==> config.mk <==
export PLATFORM = sky130hd
export DESIGN_NAME = pqlut_ram
export DESIGN_NICKNAME = d
export VERILOG_FILES = /design/src/rtl/pqlut_ram.sv
export SDC_FILE = /design/constraint.sdc
export NUM_CORES = 1
export LEC_CHECK = 0
export BUFFER_PORTS_ARGS = -buffer_cell sky130_fd_sc_hd__buf_2
export CORE_AREA = 4 4 97 99
export CTS_CLUSTER_SIZE = 14
export DETAILED_ROUTE_END_ITERATION = 10
export DIE_AREA = 0 0 101 103
export GPL_TIMING_DRIVEN = 1
export MAX_ROUTING_LAYER = met4
export PLACE_DENSITY = 0.82
export SKIP_CTS_REPAIR_TIMING = 1
export SYNTH_ARGS = -nofsm -noshare
export SYNTH_HDL_FRONTEND = slang
export SYNTH_SLANG_ARGS = --single-unit
==> constraint.sdc <==
create_clock -name clock -period 2.9 [get_ports clock]
set_input_delay 0 -clock clock [delete_from_list [all_inputs] [get_ports clock]]
set_output_delay 0 -clock clock [all_outputs]
set_load 0.01 [all_outputs]
==> src/rtl/pqlut_ram.sv <==
// ----------------------------------------------------------------------------
// pqlut_ram
// Generic single-port RAM, one access per cycle, registered read data.
// ----------------------------------------------------------------------------
module pqlut_ram #(
   parameter int DATA_W = 8,
   parameter int DEPTH  = 16
) (
   input  logic                     clock,
   input  logic                     write_enable,
   input  logic [$clog2(DEPTH)-1:0] address,
   input  logic [DATA_W-1:0]        write_data,
   output logic [DATA_W-1:0]        read_data
);

   logic [DATA_W-1:0] ram_ff [DEPTH];
   logic [DATA_W-1:0] read_data_ff;

   always_ff @(posedge clock) begin
      if (write_enable) begin
         ram_ff[address] <= write_data;
      end
      read_data_ff <= ram_ff[address];
   end

   assign read_data = read_data_ff;

endmodule

==> impl_metrics.env <==
export IMPL_outcome="complete, no violations"
export IMPL_syn_area_sq_mm=0.00507
export IMPL_io_buffers=21
export IMPL_internal_power_mw=3.68
export IMPL_power_frac_clock=0.474
export IMPL_arrival_ps=1620
export IMPL_ios=22
export IMPL_maxCapViolCount=0
export IMPL_grt_usage=0.222
export IMPL_h_tree_depth=4
export IMPL_power_per_cell_area_mw_per_mm2=771
export IMPL_synth_seq_cells=136
export IMPL_die_x_um=101
export IMPL_die_h_um=103
export IMPL_synth_seq_area_share=0.790
export IMPL_cts_made_buffers=17
export IMPL_drt_pass1_iter_count=5
export IMPL_drc=0
export IMPL_period_needed_ps=1470
export IMPL_routed_top_layer="met4"
export IMPL_p_leak_nw=1.97
export IMPL_cts_tree="done"
export IMPL_antenna_found_initial=0
export IMPL_syn_inst=230
export IMPL_period_share=0.506
export IMPL_rsz0062_at_grt="false"
export IMPL_area_growth_pct=18.1
export IMPL_grt_max_degree=40
export IMPL_dp_hpwl_um=5640
export IMPL_grt_pass1_vias=2550
export IMPL_hold_class="input port to flop"
export IMPL_worst_ep_required_time_ps=3050
export IMPL_critPathMaxFanout=39
export IMPL_clk_pin_slew_ps=60
export IMPL_clock_sinks=136
export IMPL_row_count=34
export IMPL_vias_per_cell=6.16
export IMPL_whs_ps=123
export IMPL_route_vias_total=2429
export IMPL_dp_slack_ps=875
export IMPL_core_area_sq_mm=0.00855
export IMPL_wire_per_inst_um=24.9
export IMPL_met2_wirelength_um=5150
export IMPL_combPwrFrac=0.047
export IMPL_synth_nets=244
export IMPL_gp_congestion=0.850
export IMPL_slew_headroom=0.411
export IMPL_grt_pass1_wl_um=15100
export IMPL_start_util=0.593
export IMPL_first_iter_violations=345
export IMPL_setup_viol=0
export IMPL_path_class="input port to flop"
export IMPL_hold_viol=0
export IMPL_drt_met1_wl_um=3720
export IMPL_synth_cell_types=18
export IMPL_clk_path_buf_depth=2
export IMPL_max_slew_worst_pin_slew_ps=884
export IMPL_wirelength_um=9810
export IMPL_hold_depth=3
export IMPL_grt_overflow=0
export IMPL_cts_root_buf="clkbuf_8"
export IMPL_netSwitchingPower_mw=0.930
export IMPL_worst_ir_drop_vdd_v=0.000609
export IMPL_drive_gt1_frac=0.318
export IMPL_switching_share=0.202
export IMPL_antenna_cells=0
export IMPL_setup_tns_ps=0
export IMPL_critPathLaunchType="input port"
export IMPL_die_area_sq_mm=0.0104
export IMPL_fill_cells=480
export IMPL_skew_ps=4.84
export IMPL_nets=287
export IMPL_dr_wl_met3_um=640
export IMPL_setup_ws_ps=1430
export IMPL_finalMaxSlewViolations=0
export IMPL_fmax_ghz=0.682
export IMPL_p_seq_frac=0.479
export IMPL_endpoint_kind="flop"
export IMPL_reg2reg_depth=3
export IMPL_insertion_delay_ps=530
export IMPL_ant_nets=0
export IMPL_ys_warn_count=0
export IMPL_syn_avg_cell_area_sq_um=22.0
## kinds of logic after synthesis
group	after synthesis	synth area share
AO/OA/AOI/OAI	16	0.0237
buffers and inverters	11	0.0119
flip-flops	136	0.790
multiplexers	32	0.142
AND/OR/NAND/NOR	35	0.0321
## path summary, 6_finish.rpt
check                                              from                     end  slack, ps
worst min-delay path                       write_enable  ram_ff[4][7]$_DFFE_PP_        120
worst min register to register  ram_ff[14][5]$_DFFE_PP_    read_data[5]$_DFF_P_        680
worst max-delay path                         address[1]  ram_ff[3][3]$_DFFE_PP_       1430
worst max register to register   ram_ff[0][7]$_DFFE_PP_    read_data[7]$_DFF_P_       1450
## cell usage in the layout, fill, tap and decap left out, types with 6 or more instances in the layout
cell | Yosys | final
a22oi_1 | 16 | 16
buf_2 | 2 | 21
buf_4 | 0 | 6
clkbuf_16 | 0 | 16
dfxtp_1 | 8 | 8
dlygate4sd3_1 | 0 | 8
edfxtp_1 | 128 | 128
mux4_2 | 32 | 32
nand2_1 | 9 | 9
nor2_1 | 13 | 13
## Yosys cell counts, drive strengths merged
| cell | number | area share |
|---|---|---|
| clkbuf | 3 | 0.0025 |
| nand3b | 2 | 0.0030 |
| nor2b | 2 | 0.0025 |
| a22oi | 16 | 0.024 |
| edfxtp | 128 | 0.76 |
| nor2 | 13 | 0.0096 |
| nand3 | 1 | 0.00099 |
| or3b | 1 | 0.0017 |
| nor3 | 4 | 0.0040 |
| nand2 | 9 | 0.0067 |
| dfxtp | 8 | 0.032 |
| and2 | 1 | 0.0012 |
| nand2b | 2 | 0.0025 |
| mux4 | 32 | 0.14 |
| buf | 8 | 0.0094 |
## final cells by class
type                       count  area (sq um)  share of cell area
clock buffer                  17           414              0.0692
clock inverter                15           199              0.0332
multi-input combinational     83          1000               0.168
sequential                   136          4000               0.669
tap                          108           135              0.0226
timing repair buffer          35           230              0.0385
## flip-flops by register name, summed over array words and instances, names as in the netlist
register	count
ram_ff	128
read_data	8
## power by group through the flow
stage                     Sequential (mW)  Combinational, mW  Clock, mW
after floorplan                      2.25              0.113          0
after global placement               2.25              0.200          0
after detailed placement             2.25              0.205          0
after CTS                            2.21              0.208       2.21
after global routing                 2.21              0.230       2.32
final                                2.21              0.215       2.19
## stage by stage
| stage | power [mW] | cells | utilization | cell area [sq um] |
|---|---|---|---|---|
| floorplan | 2.37 | 230 | - | 5070 |
| global placement | 2.45 | 354 | 0.619 | 5290 |
| detailed placement | 2.46 | 354 | 0.619 | 5290 |
| CTS | 4.63 | 386 | 0.691 | 5910 |
| global route | 4.76 | 394 | 0.700 | 5990 |
| finish | 4.61 | 394 | 0.700 | 5990 |
## worst max-delay path: stages
cell     delay (ps)
buf_2           670
nand2_1         290
nor2_1          650
## metal layers
metal,GRT usage,up-vias
met3,0.0643,25
met5,-,-
met2,0.344,107
met1,0.275,1250
li1,-,1047
met4,0.103,0
(Power assumes the default switching activity.)
