File: src/rtl/pqlut_out_fifo.sv
// ----------------------------------------------------------------------------
// pqlut_out_fifo
// Result queue between the distance stage and the response channel.
// ----------------------------------------------------------------------------
module pqlut_out_fifo #(
   parameter int DEPTH  = 8,
   parameter int DATA_W = 8
) (
   input  logic                       clock,
   input  logic                       reset,
   input  logic                       push,
   input  logic [DATA_W-1:0]          push_data,
   input  logic                       pop_ready,
   output logic                       pop_valid,
   output logic [DATA_W-1:0]          pop_data,
   output logic [$clog2(DEPTH):0]     count
);

   localparam int PTR_W = $clog2(DEPTH);
   localparam int CNT_W = PTR_W + 1;

   logic [DATA_W-1:0] entry_ff [DEPTH];
   logic [PTR_W-1:0]  wr_ptr_ff, wr_ptr_in;
   logic [PTR_W-1:0]  rd_ptr_ff, rd_ptr_in;
   logic [CNT_W-1:0]  count_ff, count_in;
   logic              pop;

   assign pop_valid = (count_ff != '0);
   assign pop       = pop_valid & pop_ready;
   assign pop_data  = entry_ff[rd_ptr_ff];
   assign count     = count_ff;

   always_comb begin
      wr_ptr_in = wr_ptr_ff;
      rd_ptr_in = rd_ptr_ff;
      count_in  = count_ff;
      if (push) begin
         wr_ptr_in = (wr_ptr_ff == PTR_W'(DEPTH - 1)) ? '0 : wr_ptr_ff + 1'b1;
      end
      if (pop) begin
         rd_ptr_in = (rd_ptr_ff == PTR_W'(DEPTH - 1)) ? '0 : rd_ptr_ff + 1'b1;
      end
      if (push && !pop) begin
         count_in = count_ff + 1'b1;
      end else if (pop && !push) begin
         count_in = count_ff - 1'b1;
      end
   end

   always_ff @(posedge clock) begin
      if (reset) begin
         wr_ptr_ff <= '0;
         rd_ptr_ff <= '0;
         count_ff  <= '0;
      end else begin
         wr_ptr_ff <= wr_ptr_in;
         rd_ptr_ff <= rd_ptr_in;
         count_ff  <= count_in;
      end
   end

   always_ff @(posedge clock) begin
      if (push) begin
         entry_ff[wr_ptr_ff] <= push_data;
      end
   end

endmodule

File: config.mk
export PLATFORM = sky130hd
export DESIGN_NAME = pqlut_out_fifo
export DESIGN_NICKNAME = d
export VERILOG_FILES = /design/src/rtl/pqlut_out_fifo.sv
export SDC_FILE = /design/constraint.sdc
export NUM_CORES = 1
export LEC_CHECK = 0
export ABC_AREA = 0
export BUFFER_PORTS_ARGS = -buffer_cell sky130_fd_sc_hd__buf_2
export CAP_MARGIN = 10
export CORE_UTILIZATION = 45
export CTS_CLUSTER_SIZE = 12
export DETAILED_ROUTE_END_ITERATION = 8
export PLACE_DENSITY = 0.6
export REMOVE_ABC_BUFFERS = 1
export SLEW_MARGIN = 20
export SYNTH_ARGS = -nofsm -noshare
export SYNTH_HDL_FRONTEND = slang
export SYNTH_SLANG_ARGS = --single-unit
File: constraint.sdc
create_clock -name clock -period 3.1 [get_ports clock]
set_input_delay 0.31 -clock clock [delete_from_list [all_inputs] [get_ports clock]]
set_output_delay 0.31 -clock clock [all_outputs]
set_load 0.03 [all_outputs]
==> metrics.txt <==
status finished clean; initial core utilization 47.89%; port bufs 24; sequential area share after synthesis 70.15%; Peak VDD IR 0.5472 mV; Max clock buf depth 2; fin util 54.07%; CP max stage cell or4_1; PwrDens 763.2 nW/µm²; ANT nets after route 0; Multi-input gate area 879.6 µm²; insertion delay to the later sink of the worst-skew pair 0.34 ns; critical-path cell list or4_1 > nand2_1 > ha_1 > inv_1 > ha_1 > a21oi_1 > a211oi_1 > a31oi_1 > mux2_2; WL per Instance 19.52 µm; core region area 6495 µm²; Final HPWL DP 3480 µm; Worst Hold Class in2reg; Final Hold Viols 0; ant diodes 0; hold worst-path end entry_ff[7][3]; Syn Area/Cell 18.63 µm²; Starting DRT DRC Count 75; largest net degree at the start of global routing 17; LEAKAGE 1.245 nW; M1 GR Usage 19.32%; DRC Markers 0; Distinct cells, synth 28; worst reg2reg path depth 9; area grow syn2layout 12.91%; final period utilization 91.45%; number of fill cells 510; CTS tree yes; # IOs 25; cts bufs inserted 9; R2R Path Start count[1]; Crit. End Element flop; reg2reg setup slack 0.27 ns; prevailing post-synth register cell edfxtp_1; Synth Area in Compound Gates 1.569%; H-tree depth 3; RSZ-0062 raised after global routing false; initial antenna violation count 0; number of hold buffers added after CTS 0; gr busiest metal met2; critical-path maximum fanout 5; Row Count 29; post_cts resized 0; Post-Layout Cell Count 278; Syn. warnings 0; setup violators final 0; Die ar. 7249 µm²; mux contribution to synthesized area 17.30%; Max stage delay on crit path 0.64 ns; GR Util met3 3.794%; Worst Path Arrival 3.07 ns; FFs w/ async S/R, synth 0%; largest family of logic cells by synthesized area multiplexers; Final Instance Area 3512 µm²; max-slew violation count 0; Cells after DPL 262; xor and xnor fraction of the mapped netlist area 0.5632%; CP Launch Type flop; worst hold start push_data[3]; vias post-DR 1561; number of synthesized flops with an enable pin 64; first-pass GRT wire length 8659 µm; Critical Path RT 3.33 ns; post-layout net count 216; TritonRoute pass-1 iters 4; Slew @ Worst Pin 0.9591 ns; mapped cell area 3110 µm²; most frequent cells in the layout edfxtp_1, buf_2, nor2_1; final worst slack 0.2650 ns; die height 85.14 µm; clock period minus worst slack 2.835 ns; Fin Setup TNS 0 ns; Post-Route WL 5427 µm; GRT met2 Usage 29.55%; Max Freq 352.7 MHz; Fin Hold WS 0.2307 ns; Yosys reg bits 77; clk sinks 77; vias in the first global route 1700; Root Buffer clkbuf_8; dpl ws 0.3534 ns; commonest non-fill, non-tap cell in the layout edfxtp_1; post-CTS setup buffers 0; synthesized instance count 167; crit path kind reg2reg; share of cells above drive strength 1 25.87%; Synth Area in Adders 3.459%; Via-to-Cell Ratio 5.615; routability congestion estimate 0.6698; PnR Total Power 2.680 mW; grt ovf 0; Max Cap Viol 0; Clock transition at path regs 0.08 ns; Critical Path Most Common Cell ha_1; slew margin rel. 35.83%; FF-to-FF End count[3]; Placed Instance Area 3293 µm²; clk_skew 0.009921 ns; WHS Path Cells 1; register area 2182 µm²; global-route total usage across every layer 17.01%; Simple-Gate Fraction of Synth Area 5.068%; Die Width 85.14 µm
==> Yosys cell counts, drive strengths merged (2+ instances only) <==
cell	n	area share [%]
edfxtp	64	62
nor2	17	2.1
mux4	16	13
dfxtp	13	8.4
mux2	9	3.3
a21oi	7	1.1
ha	7	2.8
nand2	7	0.84
buf	4	1.3
clkbuf	3	0.36
nand2b	3	0.60
inv	2	0.24
mux2i	2	0.64
nand3	2	0.32
nor3	2	0.32
==> kinds of logic after synthesis <==
kind of cell | count (synthesis)
compound gates | 9
xor+xnor | 2
fa+ha+maj | 8
mux | 27
simple gates | 35
flops | 77
buf+inv | 9
==> flip-flops by register name, indices dropped and copies added (netlist names), named ones only <==
register / cells
count: 4
entry_ff: 64
rd_ptr_ff: 3
wr_ptr_ff: 3
==> worst max-delay path, delay by kind of cell, from the launching register on <==
kind | cells | cell delay [ns]
AO/OA/AOI/OAI | 3 | 0.53
multiplexers | 1 | 0.35
AND/OR/NAND/NOR | 2 | 0.84
flip-flops | 1 | 0.37
adder cells (fa/ha/maj) | 2 | 0.54
buffers and inverters | 1 | 0.10
==> final cells by class <==
class | instances | share of cell area (%)
clock buffers | 12 | 4.738
clock inverters | 4 | 1.496
inverters | 2 | 0.2138
multi-input cells | 81 | 25.04
flip-flops and latches | 77 | 62.13
well taps | 77 | 2.743
repair buffers | 25 | 3.634
==> worst max-delay path by stage <==
stage                  start        to  slack [ns]
global route        count[1]  count[3]        0.10
floorplan           count[1]  count[3]        0.29
detailed placement  count[1]  count[3]        0.35
finish              count[1]  count[3]        0.27
CTS                 count[1]  count[3]        0.34
global placement    count[1]  count[3]        0.56
==> where the power goes <==
part	internal, mW	switching [mW]
Clock	0.445	0.354
Sequential	1.18	0.0598
Combinational	0.272	0.373
Total	1.89	0.787
==> routing by layer <==
metal	up-vias	wire, µm
li1	730	-
met1	782	2331
met2	37	2806
met3	12	168
met4	0	121
met5	-	0
Note: power is estimated with default switching activity, not from simulation.
