### src/rtl/pqlut_pkg.sv
// ----------------------------------------------------------------------------
// pqlut_pkg
// Shared widths, codes and control types of the PQ table distance scorer.
// ----------------------------------------------------------------------------
package pqlut_pkg;

   localparam int MAX_SUBSPACES_DEF = 64;
   localparam int CODEBOOK_SIZE_DEF = 256;

   localparam int OPERATION_W       = 1;
   localparam int TABLE_SUBSPACE_W  = 6;
   localparam int TABLE_CODEWORD_W  = 8;
   localparam int DOT_VALUE_W       = 32;
   localparam int NORM_VALUE_W      = 31;
   localparam int CODE_BYTE_W       = 8;
   localparam int SLOT_W            = 5;
   localparam int DISTANCE_W        = 42;

   localparam int SUBSPACE_COUNT_W  = 7;
   localparam int QUERY_NORM_W      = 40;
   localparam int CSR_INDEX_W       = 2;
   localparam int CSR_DATA_W        = 40;

   localparam int NIBBLE_W          = 4;
   localparam int CODE_CMP_W        = 9;
   localparam int OUT_FIFO_DEPTH    = 8;

   localparam logic [CODE_BYTE_W-1:0]      NIBBLE_MASK           = 8'h0F;
   localparam logic [SLOT_W-1:0]           NIBBLE_SLOT_SPLIT     = 5'd16;
   localparam logic [SUBSPACE_COUNT_W-1:0] SUBSPACE_COUNT_RESET  = 7'd8;

   typedef enum logic [OPERATION_W-1:0] {
      OP_TABLE_WRITE = 1'b0,
      OP_SCORE       = 1'b1
   } operation_type;

   typedef enum logic [CSR_INDEX_W-1:0] {
      CSR_METRIC_MODE     = 2'd0,
      CSR_CODE_WIDTH_MODE = 2'd1,
      CSR_SUBSPACE_COUNT  = 2'd2,
      CSR_QUERY_NORM_SQ   = 2'd3
   } csr_index_type;

   typedef enum logic {
      METRIC_L2            = 1'b0,
      METRIC_INNER_PRODUCT = 1'b1
   } metric_type;

   typedef enum logic {
      CODE_NIBBLE = 1'b0,
      CODE_BYTE   = 1'b1
   } code_width_type;

   typedef struct packed {
      logic valid;
      logic last;
      logic code_ok;
   } accum_ctl_type;

   typedef struct packed {
      logic fin_pending;
      logic dist_pending;
   } accum_status_type;

endpackage

### src/rtl/pqlut_accum.sv
// ----------------------------------------------------------------------------
// pqlut_accum
// Dot and norm accumulators fed by table read data, then the distance stage.
// ----------------------------------------------------------------------------
module pqlut_accum #(
   parameter int MAX_SUBSPACES = pqlut_pkg::MAX_SUBSPACES_DEF
) (
   input  logic                                  clock,
   input  logic                                  reset,
   input  pqlut_pkg::accum_ctl_type              ctl,
   input  logic [pqlut_pkg::DOT_VALUE_W+pqlut_pkg::NORM_VALUE_W-1:0] table_data,
   input  logic                                  metric_mode,
   input  logic [pqlut_pkg::QUERY_NORM_W-1:0]    query_norm_sq,
   output pqlut_pkg::accum_status_type           status,
   output logic                                  dist_valid,
   output logic [pqlut_pkg::DISTANCE_W-1:0]      distance
);

   localparam int SUB_W      = (MAX_SUBSPACES > 1) ? $clog2(MAX_SUBSPACES) : 1;
   localparam int DOT_W      = pqlut_pkg::DOT_VALUE_W;
   localparam int NORM_W     = pqlut_pkg::NORM_VALUE_W;
   localparam int DOT_SUM_W  = DOT_W + SUB_W;
   localparam int NORM_SUM_W = NORM_W + SUB_W;
   localparam int DIST_W     = pqlut_pkg::DISTANCE_W;

   logic [DOT_W-1:0]      entry_dot;
   logic [NORM_W-1:0]     entry_norm;
   logic [DOT_SUM_W-1:0]  dot_add;
   logic [NORM_SUM_W-1:0] norm_add;
   logic [DOT_SUM_W-1:0]  dot_next;
   logic [NORM_SUM_W-1:0] norm_next;

   logic [DOT_SUM_W-1:0]  dot_sum_ff, dot_sum_in;
   logic [NORM_SUM_W-1:0] norm_sum_ff, norm_sum_in;
   logic [DOT_SUM_W-1:0]  fin_dot_ff;
   logic [NORM_SUM_W-1:0] fin_norm_ff;
   logic                  fin_valid_ff;

   logic [DIST_W-1:0]     dot_ext;
   logic [DIST_W-1:0]     dist_in;
   logic [DIST_W-1:0]     dist_ff;
   logic                  dist_valid_ff;

   assign entry_dot  = table_data[DOT_W+NORM_W-1:NORM_W];
   assign entry_norm = table_data[NORM_W-1:0];

   always_comb begin
      dot_add  = '0;
      norm_add = '0;
      if (ctl.code_ok) begin
         dot_add  = {{(DOT_SUM_W-DOT_W){entry_dot[DOT_W-1]}}, entry_dot};
         norm_add = NORM_SUM_W'(entry_norm);
      end
      dot_next    = dot_sum_ff + dot_add;
      norm_next   = norm_sum_ff + norm_add;
      dot_sum_in  = dot_sum_ff;
      norm_sum_in = norm_sum_ff;
      if (ctl.valid) begin
         dot_sum_in  = ctl.last ? '0 : dot_next;
         norm_sum_in = ctl.last ? '0 : norm_next;
      end
   end

   always_ff @(posedge clock) begin
      if (reset) begin
         dot_sum_ff    <= '0;
         norm_sum_ff   <= '0;
         fin_valid_ff  <= 1'b0;
         dist_valid_ff <= 1'b0;
      end else begin
         dot_sum_ff    <= dot_sum_in;
         norm_sum_ff   <= norm_sum_in;
         fin_valid_ff  <= ctl.valid & ctl.last;
         dist_valid_ff <= fin_valid_ff;
      end
   end

   always_ff @(posedge clock) begin
      if (ctl.valid && ctl.last) begin
         fin_dot_ff  <= dot_next;
         fin_norm_ff <= norm_next;
      end
   end

   // distance = qn - 2*dot + norm, or -dot, both modulo the output width
   always_comb begin
      dot_ext = {{(DIST_W-DOT_SUM_W){fin_dot_ff[DOT_SUM_W-1]}}, fin_dot_ff};
      if (metric_mode == pqlut_pkg::METRIC_INNER_PRODUCT) begin
         dist_in = -dot_ext;
      end else begin
         dist_in = DIST_W'(query_norm_sq) - {dot_ext[DIST_W-2:0], 1'b0}
                   + DIST_W'(fin_norm_ff);
      end
   end

   always_ff @(posedge clock) begin
      if (fin_valid_ff) begin
         dist_ff <= dist_in;
      end
   end

   assign status.fin_pending  = fin_valid_ff;
   assign status.dist_pending = dist_valid_ff;
   assign dist_valid          = dist_valid_ff;
   assign distance            = dist_ff;

endmodule

### config.mk
export PLATFORM = sky130hd
export DESIGN_NAME = pqlut_accum
export DESIGN_NICKNAME = d
export VERILOG_FILES = /design/src/rtl/pqlut_pkg.sv /design/src/rtl/pqlut_accum.sv
export SDC_FILE = /design/constraint.sdc
export NUM_CORES = 1
export LEC_CHECK = 0
export BUFFER_PORTS_ARGS = -buffer_cell sky130_fd_sc_hd__buf_2
export CAP_MARGIN = 20
export CORE_MARGIN = 2
export CORE_UTILIZATION = 55
export DETAILED_ROUTE_END_ITERATION = 10
export GPL_ROUTABILITY_DRIVEN = 0
export PLACE_DENSITY = 0.78
export RECOVER_POWER = 50
export SLEW_MARGIN = 20
export SYNTH_ARGS = -nofsm -noshare
export SYNTH_HDL_FRONTEND = slang
export SYNTH_SLANG_ARGS = --single-unit
### constraint.sdc
create_clock -name clock -period 3.4 [get_ports clock]
set_input_delay 0.34 -clock clock [delete_from_list [all_inputs] [get_ports clock]]
set_output_delay 0.34 -clock clock [all_outputs]
set_load 0.01 [all_outputs]
==> flow_summary.json <==
{
  "cp_num_buf_inv": 4,
  "cp.required_ps": 3570,
  "via_per_inst": 5.85,
  "synth_edf_count": 117,
  "finalInstanceArea_sq_um": 18400,
  "ys_ff_latch": 194,
  "yosys-top-cells-area": "edfxtp_1 (23%), dfxtp_1 (9.9%), ha_1 (9.1%)",
  "gr-usage-all-layers_pct": 27.9,
  "pwr-share-seq_pct": 38.0,
  "initial_core_util_pct": 55.9,
  "hold_start": "ctl[1]",
  "die_area_sq_um": 29700,
  "max_slew_margin_pct": -4.58,
  "cts_buffers": 17,
  "skew_ps": 11.9,
  "slew_violations": 34,
  "yosysWarnings": 0,
  "io_pins": 154,
  "seqCellArea_sq_um": 5050,
  "rsz0062_at_grt": "yes",
  "cts.sinks": 194,
  "cpMostUsedCell": "buf_4",
  "synthArstFlopShare_pct": 0,
  "hold_depth": 2,
  "nNetsFinal": 2290,
  "critPathMaxStageDelay_ps": 530,
  "switching_share_pct": 34.5,
  "drt_wl_total_mm": 41.4,
  "ys_types": 80,
  "clock_latency_ps": 460,
  "avgSynthCellArea_sq_um": 8.63,
  "synth_top_area_cell": "edfxtp_1",
  "routedWlPerCell_um": 17.1,
  "min_period_ps": 3340,
  "synthToLayoutAreaGrowth_pct": 18.1,
  "arrival_ps": 3520,
  "worst_pin_slew_ps": 1570,
  "cts_root_buffer": "clkbuf_16",
  "combPwrFrac_pct": 32.6,
  "die_h_um": 172,
  "min_to": "norm_sum_ff[32]$_SDFFE_PP0P_",
  "netlist_area_sq_um": 15600,
  "reg2reg_slack_ps": 60,
  "grt_pass1_vias": 13300,
  "p_per_area_nw_per_um2": 388,
  "cpMaxStageDelayCell": "fa_1",
  "synth_top_area_share_pct": 22.6,
  "fin_cells": 2421,
  "synth_cells": 1803,
  "total_leakage_power_nw": 8.18,
  "ir_drop_mv": 0.273,
  "antennaDiodeCount": 0,
  "synth_nets": 2063,
  "yosysSeqAreaShare_pct": 32.5,
  "synth.most_common_cell": "inv_1",
  "port_buffers": 153,
  "core_sq_um": 27900,
  "ys.flop_type": "edfxtp_1",
  "drtIter0Drc": 1265,
  "regToRegEndpoint": "distance[29]$_DFFE_PP_",
  "grt_pass1_wl_mm": 65.5,
  "violations": "capacitance limit, slew limit",
  "multi_input_area_sq_um": 9730,
  "cpLargestDelayFamily": "compound AO/OA/AOI/OAI gates",
  "cp-start-kind": "flop",
  "cap_violations": 1,
  "clockBufferDepth": 2,
  "power.share.clock_pct": 29.3,
  "synth_common_cells": "inv_1 (199), a21oi_1 (152), nand2_1 (122)",
  "antenna_left": 0,
  "path_max_fanout": 3,
  "r2r-start": "fin_dot_ff[1]$_DFFE_PP_",
  "status": "complete, but fails checks",
  "drc_errors": 0,
  "dp_cells": 2379,
  "fill_cells": 2237,
  "clk_pin_slew_worst_paths_ps": 80,
  "internal_power_mw": 4.67,
  "drive_gt1_share_pct": 16.1,
  "finalHoldViolations": 0,
  "dp_hpwl_mm": 31.6,
  "rows": 61,
  "ctsHtreeMaxLevel": 4,
  "period_share_pct": 98.4,
  "dieWidth_um": 172,
  "drt-pass1-iter-count": 6,
  "antenna_found_initial": 2,
  "cts_tree": "built",
  "p_sw_mw": 2.46,
  "cp-end-kind": "flop",
  "grt-ovfl-total": 0,
  "vias": 14200,
  "setup_viol_count_final": 0,
  "fmax_ghz": 0.299,
  "path_class": "reg2reg",
  "place_area_sq_um": 17500,
  "reg2regPathDepth": 13,
  "grt_max_degree": 57,
  "min_path_type": "in2reg",
  "path_cells": "fa_1 -> inv_1 -> ha_4 -> a2111oi_4 -> buf_4 -> o21ai_4 -> a2111oi_4 -> buf_4 -> nor2_2 -> buf_4 -> a31oi_4 -> xor2_1 -> o21ai_1"
}
-- how the worst max path moves through the flow --
stage / startpoint / end / slack, ps / cells after the start
after detailed placement: query_norm_sq[2] / distance[34]$_DFFE_PP_ / -310 / 13
final: fin_dot_ff[1]$_DFFE_PP_ / distance[29]$_DFFE_PP_ / 60 / 13
after global routing: fin_dot_ff[6]$_DFFE_PP_ / distance[41]$_DFFE_PP_ / -60 / 13
after global placement: query_norm_sq[2] / distance[34]$_DFFE_PP_ / -160 / 13
after floorplan: fin_dot_ff[23]$_DFFE_PP_ / distance[41]$_DFFE_PP_ / -20 / 12
after CTS: fin_dot_ff[6]$_DFFE_PP_ / distance[36]$_DFFE_PP_ / -20 / 12
-- logic make-up after synthesis --
| family | synth area share [%] |
|---|---|
| buffers and inverters | 6.71 |
| AOI/OAI and AO/OA | 19.8 |
| xor gates and xnor gates | 6.59 |
| and+or+nand+nor | 19.7 |
| DFF | 32.5 |
| adders and majority gates | 14.0 |
| muxes | 0.724 |
-- layout by cell type (no fill, tap or decap), drive strengths merged, types with 63 or more instances in the layout --
cell      n
buf     239
inv     209
a21oi   152
nand2   123
nor2    120
edfxtp  117
ha      113
o21ai    87
xnor2    85
dfxtp    77
and2     66
clkbuf   63
-- final cells by class --
class | count | share of cell area [%]
multi-input cells | 1333 | 53.0
flip-flops and latches | 194 | 27.5
clock inverters | 15 | 1.04
well taps | 378 | 2.57
inverters | 199 | 4.07
repair buffers | 285 | 9.52
clock buffers | 17 | 2.32
-- state kept, by name, indices dropped and copies added (netlist names) --
register	cells
distance	42
fin_valid_ff	1
dot_sum_ff	38
fin_dot_ff	38
dist_valid	1
fin_norm_ff	37
norm_sum_ff	37
-- routing by layer --
| layer | track usage, % | wire [um] |
|---|---|---|
| met5 | 0 | 7 |
| met4 | 8.70 | 1320 |
| met3 | 4.01 | 3130 |
| met2 | 46.0 | 18800 |
| met1 | 38.2 | 18200 |
-- metrics by stage --
step                      util (%)  setup WS, ps  TNS, ps  power (mW)  hold WS [ps]
final                         66.0          55.1        0        7.14           311
after global routing          66.0         -57.9     -247        7.45           311
after CTS                     65.5         -22.8    -38.5        7.03           303
after detailed placement      62.8          -312    -1970        4.88           461
after global placement        62.8          -164     -738        4.81           449
after floorplan                  -         -17.1    -17.1        4.16           432
-- power by group through the flow --
stage          clock [mW]  combinational (mW)  sequential (mW)
5_1_grt              2.19                2.54             2.73
4_1_cts              2.11                2.20             2.71
2_1_floorplan           0                1.39             2.78
3_3_place_gp            0                2.05             2.76
3_5_place_dp            0                2.12             2.77
6_report             2.09                2.33             2.72
-- what timing repair did --
item,4_1_cts,5_1_grt
buffers inserted,2,8
pin swaps,8,11
cloned,0,0
gates resized for setup,19,26
endpoints found under the setup margin,12,16
hold buffers,0,0
Power figures use the tool's default switching activity.
